[src/sv/art_pkg.sv]
// ----------------------------------------------------------------------------
// art_pkg
// Shared types and constants of the address region table.
// ----------------------------------------------------------------------------
`default_nettype none

package art_pkg;

  localparam int REGION_SLOTS = 16;
  localparam int ADDR_BITS    = 48;
  localparam int SLOT_W       = (REGION_SLOTS > 1) ? $clog2(REGION_SLOTS) : 1;

  localparam logic [1:0] KIND_ADD    = 2'd0;
  localparam logic [1:0] KIND_REMOVE = 2'd1;
  localparam logic [1:0] KIND_FIND   = 2'd2;

  typedef logic [ADDR_BITS-1:0] addr_t;
  typedef logic [SLOT_W-1:0]    slot_idx_t;

  typedef struct packed {
    logic [1:0]  kind;
    logic [47:0] base_addr;
    logic [47:0] limit_addr;
    logic [47:0] length;
    logic [31:0] attr_flags;
  } in_t;

  typedef struct packed {
    logic        status;
    logic        hit;
    logic [3:0]  slot;
    logic [47:0] found_start;
    logic [47:0] found_end;
    logic [31:0] found_flags;
  } out_t;

  typedef struct packed {
    addr_t       start_a;
    addr_t       end_a;
    logic [31:0] flags;
  } entry_t;

  typedef struct packed {
    logic        en;
    logic        clr;
    slot_idx_t   idx;
    entry_t      ent;
  } wr_t;

endpackage

`default_nettype wire

[src/sv/art_store.sv]
// ----------------------------------------------------------------------------
// art_store
// Region table storage: one read port at the scan index, one write port.
// ----------------------------------------------------------------------------
`default_nettype none

module art_store
  import art_pkg::*;
(
  input  wire logic      clk,
  input  wire logic      rst,
  input  wire slot_idx_t rd_idx,
  output entry_t         rd_ent,
  input  wire wr_t       wr
);

  addr_t       start_q [REGION_SLOTS];
  addr_t       end_q   [REGION_SLOTS];
  logic [31:0] flags_q [REGION_SLOTS];

  always_ff @(posedge clk) begin
    if (rst) begin
      for (int i = 0; i < REGION_SLOTS; i++) begin
        start_q[i] <= '0;
        end_q[i]   <= '0;
        flags_q[i] <= '0;
      end
    end else if (wr.en) begin
      if (wr.clr) begin
        start_q[wr.idx] <= '0;
        end_q[wr.idx]   <= '0;
      end else begin
        start_q[wr.idx] <= wr.ent.start_a;
        end_q[wr.idx]   <= wr.ent.end_a;
        flags_q[wr.idx] <= wr.ent.flags;
      end
    end
  end

  assign rd_ent.start_a = start_q[rd_idx];
  assign rd_ent.end_a   = end_q[rd_idx];
  assign rd_ent.flags   = flags_q[rd_idx];

endmodule

`default_nettype wire

[src/sv/art_cmp.sv]
// ----------------------------------------------------------------------------
// art_cmp
// Shared slot compare unit: tests one slot against the current operation.
// ----------------------------------------------------------------------------
`default_nettype none

module art_cmp
  import art_pkg::*;
(
  input  wire logic [1:0]           kind,
  input  wire entry_t               ent,
  input  wire addr_t                base,
  input  wire logic [ADDR_BITS:0]   rend,
  output logic                      match
);

  logic empty;
  logic valid;
  logic overlap;
  logic contain;

  assign empty   = ent.start_a == ent.end_a;
  assign valid   = ent.start_a < ent.end_a;
  assign overlap = valid && (ent.end_a > base) && ({1'b0, ent.start_a} < rend);
  assign contain = valid && (base >= ent.start_a) && (base < ent.end_a);

  always_comb begin
    case (kind)
      KIND_ADD:    match = empty;
      KIND_REMOVE: match = overlap;
      KIND_FIND:   match = contain;
      default:     match = 1'b0;
    endcase
  end

endmodule

`default_nettype wire

[src/sv/address_region_table_core.sv]
// ----------------------------------------------------------------------------
// address_region_table_core
// An item scans one slot per cycle, up to all REGION_SLOTS (16) slots;
//   add and find stop at the first matching slot, remove and misses scan all.
// The result strobe comes the cycle after the last scan cycle; busy is high
//   during the scan, and a new start is taken in the strobe cycle.
// Only one item is in flight; the single shared compare unit tests one slot at a time.
// Reset clears the table at once; the receiver cannot stall results.
// ----------------------------------------------------------------------------
`default_nettype none

module address_region_table_core
  import art_pkg::*;
(
  input  wire logic clk,
  input  wire logic rst,
  input  wire logic start,
  input  wire in_t  item,
  output logic      busy,
  output logic      done,
  output out_t      result
);

  localparam logic ST_IDLE = 1'b0;
  localparam logic ST_SCAN = 1'b1;

  logic               state;
  slot_idx_t          idx;
  logic [1:0]         kind;
  addr_t              base;
  addr_t              limit;
  logic [31:0]        flags;
  logic [ADDR_BITS:0] rend;

  entry_t ent;
  wr_t    wr;
  logic   match;
  logic   last;
  logic   finish;
  out_t   result_next;

  art_store u_store (
    .clk    (clk),
    .rst    (rst),
    .rd_idx (idx),
    .rd_ent (ent),
    .wr     (wr)
  );

  art_cmp u_cmp (
    .kind  (kind),
    .ent   (ent),
    .base  (base),
    .rend  (rend),
    .match (match)
  );

  assign busy = state == ST_SCAN;
  assign last = idx == SLOT_W'(REGION_SLOTS - 1);

  always_comb begin
    finish      = 1'b0;
    result_next = '0;
    wr          = '0;
    wr.idx      = idx;
    wr.ent      = '{start_a: base, end_a: limit, flags: flags};
    if (state == ST_SCAN) begin
      case (kind)
        KIND_ADD: begin
          if (match) begin
            finish           = 1'b1;
            wr.en            = 1'b1;
            result_next.slot = 4'(idx);
          end else if (last) begin
            finish             = 1'b1;
            result_next.status = 1'b1;
          end
        end
        KIND_REMOVE: begin
          wr.en  = match;
          wr.clr = 1'b1;
          finish = last;
        end
        KIND_FIND: begin
          if (match) begin
            finish                  = 1'b1;
            result_next.hit         = 1'b1;
            result_next.slot        = 4'(idx);
            result_next.found_start = 48'(ent.start_a);
            result_next.found_end   = 48'(ent.end_a);
            result_next.found_flags = ent.flags;
          end else begin
            finish = last;
          end
        end
        default: finish = 1'b1;
      endcase
    end
  end

  always_ff @(posedge clk) begin
    if (rst) begin
      state <= ST_IDLE;
      done  <= 1'b0;
      idx   <= '0;
    end else begin
      done <= 1'b0;
      case (state)
        ST_IDLE: begin
          if (start) begin
            state <= ST_SCAN;
            idx   <= '0;
          end
        end
        ST_SCAN: begin
          if (finish) begin
            state <= ST_IDLE;
            done  <= 1'b1;
          end else begin
            idx <= idx + 1'b1;
          end
        end
        default: state <= ST_IDLE;
      endcase
    end
  end

  always_ff @(posedge clk) begin
    if (state == ST_IDLE && start) begin
      kind  <= item.kind;
      base  <= ADDR_BITS'(item.base_addr);
      limit <= ADDR_BITS'(item.limit_addr);
      flags <= item.attr_flags;
      rend  <= {1'b0, ADDR_BITS'(item.base_addr)} + {1'b0, ADDR_BITS'(item.length)};
    end
    if (state == ST_SCAN && finish) begin
      result <= result_next;
    end
  end

  a_done_single: assert property (@(posedge clk) disable iff (rst) done |=> !done)
    else $error("result strobe held for more than one cycle");

  a_done_idle: assert property (@(posedge clk) disable iff (rst) done |-> !busy)
    else $error("result strobe while still scanning");

  a_start_busy: assert property (@(posedge clk) disable iff (rst)
      (start && !busy) |=> busy)
    else $error("accepted item did not start a scan");

  a_full_no_hit: assert property (@(posedge clk) disable iff (rst)
      (done && result.status) |-> (!result.hit && result.slot == 4'd0))
    else $error("table full result carries hit data");

  a_add_empty: assert property (@(posedge clk) disable iff (rst)
      (wr.en && !wr.clr) |-> (ent.start_a == ent.end_a))
    else $error("add overwrote a non-empty slot");

endmodule

`default_nettype wire
[config.mk]
export PLATFORM = sky130hd
export DESIGN_NAME = address_region_table_core
export DESIGN_NICKNAME = d
export VERILOG_FILES = /design/src/sv/art_pkg.sv /design/src/sv/art_store.sv /design/src/sv/art_cmp.sv /design/src/sv/address_region_table_core.sv
export SDC_FILE = /design/constraint.sdc
export NUM_CORES = 2
export LEC_CHECK = 0
export BUFFER_PORTS_ARGS = -buffer_cell sky130_fd_sc_hd__buf_4
export CAP_MARGIN = 40
export CORE_ASPECT_RATIO = 0.8
export CORE_MARGIN = 4
export CORE_UTILIZATION = 35
export CTS_BUF_LIST = sky130_fd_sc_hd__clkbuf_4
export DETAILED_ROUTE_END_ITERATION = 8
export GPL_TIMING_DRIVEN = 0
export PLACE_DENSITY = 0.61
export SLEW_MARGIN = 20
export SYNTH_ARGS = -nofsm -noshare
export SYNTH_HDL_FRONTEND = slang
export SYNTH_SLANG_ARGS = --single-unit
[constraint.sdc]
create_clock -name clk -period 39.1 [get_ports clk]
set_input_delay 5.865 -clock clk [delete_from_list [all_inputs] [get_ports clk]]
set_output_delay 5.865 -clock clk [all_outputs]
set_load 0.02 [all_outputs]
==> flow_summary.json <==
{
  "avgViaCountPerCell": 5.95,
  "netSwitchingPower_mw": 1.53,
  "critical_path_class": "register to register",
  "clk_pin_slew_ns": 0.07,
  "arrival_ns": 10.77,
  "hold_class": "register to register",
  "dieArea_sq_mm": 0.312,
  "clockBufferDepth": 4,
  "cts_tree": "built",
  "cts.repair.resized": 0,
  "crit_path_max_fanout": 14,
  "grt.total_usage_pct": 26.8,
  "grt_pass1_vias": 76128,
  "cp_slowest_cell": "nor4_1",
  "wl_met2_um": 182000,
  "grt_max_degree": 47,
  "antenna_found_initial": 39,
  "drv_slew": 0,
  "clock_latency_ns": 1.44,
  "endpoint_kind": "register",
  "initial_core_util_pct": 35.2,
  "finalCriticalPeriod_ns": 9.77,
  "core_area_sq_mm": 0.301,
  "top_layer_used": "met5",
  "synthAdderAreaFrac_pct": 2.88,
  "r2r_setup_slack_ns": 29.33,
  "p_leak_nw": 43.5,
  "rsz0062_at_grt": "false",
  "relSlewSlack_pct": 32.3,
  "netlist.top_cell.by_area": "edfxtp_1",
  "p_int_mw": 4.26,
  "max-vdd-ir-drop_mv": 0.0260,
  "synth-edff-count": 2361,
  "synth-seq-cells": 2371,
  "worst_slew_pin_slew_ns": 1.01,
  "dp_hpwl_um": 296000,
  "clock.fmax_mhz": 102,
  "yosysSeqAreaShare_pct": 66.9,
  "synth_mux_area_share_pct": 13.6,
  "finalSetupTns_ns": 0,
  "portBuffers": 316,
  "ys_types": 72,
  "total_power_mw": 5.80,
  "yosys_warnings": 0,
  "netlist_instances": 7343,
  "num_rows": 180,
  "reg2reg_depth": 28,
  "comb_power_share_pct": 10.9,
  "setup_viol": 0,
  "dieHeight_um": 501,
  "synthArstFlopShare_pct": 0,
  "ant_nets": 0,
  "first_pass_iters": 9,
  "fin_ws_ns": 29.33,
  "routed_wl_um": 429000,
  "min-delay-start": "flags[0]$_DFFE_PP_",
  "syn-num-nets": 7768,
  "fin_skew_ns": 0.220,
  "vias": 77095,
  "drt_iter0_markers": 13522,
  "die_x_um": 624,
  "gp_congestion": 0.963,
  "maxCapViolCount": 0,
  "pre_cts_ws_ns": 29.34,
  "cts_buffers": 611,
  "swShare_pct": 26.5,
  "drive_gt1_share_pct": 26.9,
  "cp-start-kind": "register",
  "clockRootBuffer": "clkbuf_4",
  "power-per-cell-area_mw_per_mm2": 45.8,
  "area_growth_pct": 19.1,
  "numClockSinks": 2371,
  "status": "complete, no violations",
  "avgSynthCellArea_sq_um": 14.5,
  "wl_per_cell_um": 33.1,
  "ys.flop_type": "edfxtp_1",
  "synth_compound_area_share_pct": 2.11,
  "required_ns": 40.10,
  "post-route-period-util_pct": 25.0,
  "synth-simple-area-share_pct": 11.4,
  "layout.nets": 8953,
  "holdBufCountCts": 0,
  "overflow": 0,
  "htreeDepth": 6,
  "post-route-util_pct": 42.0,
  "whs_path_depth": 1,
  "slowest_delay_ns": 0.84,
  "netlist_area_sq_mm": 0.106,
  "synth_commonest_cells": "edfxtp_1, nor2_1, mux4_2, nand2_1, clkbuf_1",
  "pin_count": 317,
  "min_to": "u_store.flags_q[15][0]$_SDFFCE_PN0P_",
  "synthTopCellsByArea": "edfxtp_1, mux4_2, nor2_1, ha_1, nand2_1",
  "synth_most_common_cell": "edfxtp_1",
  "synth_top_area_share_pct": 66.8,
  "synth_top_family_by_area": "multiplexers",
  "wl_met3_um": 72200,
  "pwr-share-seq_pct": 50.6,
  "synth_xor_area_share_pct": 0.330,
  "post-cts-setup-buffer-count": 0,
  "r2r-end": "u_store.end_q[3][42]$_SDFFCE_PN0P_",
  "met1Wirelength_um": 145000,
  "finalHoldViolCount": 0,
  "grt_pass1_wl_um": 583000,
  "clock_power_share_pct": 38.5,
  "drc": 0
}
metrics by stage:
stage          instance area (sq um)  hold WS, ns  instances
6_report                      127000        0.603      12964
3_3_place_gp                  114000        0.596      11663
4_1_cts                       126000        0.623      12905
2_1_floorplan                 106000        0.552       7343
5_1_grt                       126000        0.663      12935
3_5_place_dp                  119000        0.627      11895
how the worst max path moves through the flow:
stage / from / end / slack [ns] / cells after the start
floorplan: rst / u_store.end_q[3][0]$_SDFFCE_PN0P_ / 24.43 / 7
global placement: register / u_store.end_q[7][41]$_SDFFCE_PN0P_ / 11.20 / 19
detailed placement: item[38] / rend[47]$_DFFE_PP_ / 29.34 / 12
CTS: register / u_store.end_q[3][42]$_SDFFCE_PN0P_ / 29.84 / 28
global route: register / u_store.end_q[3][44]$_SDFFCE_PN0P_ / 29.54 / 28
finish: register / u_store.end_q[3][42]$_SDFFCE_PN0P_ / 29.33 / 28
cells by family after synthesis:
kind of cell | after synthesis
AOI/OAI and AO/OA | 348
xor gates and xnor gates | 40
adders and majority gates | 244
buffers and inverters | 707
DFF | 2371
muxes | 645
and+or+nand+nor | 2988
placed cells by master, fill, tap and decap left out, types with 20 or more instances in the layout:
| cell type | instances |
|---|---|
| nor3_1 | 116 |
| diode_2 | 35 |
| nand3_1 | 50 |
| buf_6 | 120 |
| clkbuf_2 | 65 |
| clkbuf_1 | 238 |
| clkinv_1 | 90 |
| o21ai_0 | 50 |
| buf_4 | 324 |
| bufinv_16 | 20 |
| clkbuf_4 | 866 |
| buf_12 | 28 |
| buf_8 | 23 |
| and3_1 | 123 |
| a21oi_1 | 109 |
| mux4_2 | 639 |
| nand2_1 | 571 |
| edfxtp_1 | 2361 |
| nand4_1 | 30 |
| buf_1 | 37 |
| a21o_1 | 46 |
| inv_1 | 225 |
| buf_16 | 97 |
| ha_1 | 243 |
| buf_2 | 122 |
| nor2_1 | 2014 |
| xnor2_1 | 27 |
power groups by stage:
stage / registers [mW] / clock network (mW) / logic [mW]
final: 2.94 / 2.23 / 0.632
after global routing: 2.94 / 2.37 / 0.651
after CTS: 2.93 / 2.23 / 0.612
after detailed placement: 2.99 / 0 / 0.610
after global placement: 3.02 / 0 / 0.548
after floorplan: 2.99 / 0 / 0.307
state kept, by name, indices dropped and copies added, names as in the netlist, named ones only:
signal / flops
rend: 49
result: 134
flags: 32
u_store.end_q: 768
kind: 2
base: 48
limit: 48
idx: 4
done: 1
busy: 1
u_store.flags_q: 512
u_store.start_q: 768
critical path: cells and delay by family (launching register included):
kind            cells  cell delay (ns)
simple gates        4             1.52
fa+ha+maj           1             0.39
flops               1             0.33
buf+inv            16             4.30
mux                 2             1.16
compound gates      5             1.65
final cells by class:
cell class                      count  area (sq um)
Clock buffer                      866          6500
Inverter                          225           845
Sequential cell                  2371         71100
Buffer                            482          2210
Clock inverter                    144          1130
Tap cell                         4004          5010
Timing Repair Buffer              572          7110
Fill cell                       27601        175000
Antenna cell                       35          87.6
Multi-Input combinational cell   4265         32500
per-layer routing:
metal	track usage [%]	up-vias
li1	-	30009
met2	38.8	7406
met1	33.0	38016
met5	0.185	-
met3	11.9	1640
met4	15.7	24
Power figures use the tool's default switching activity.
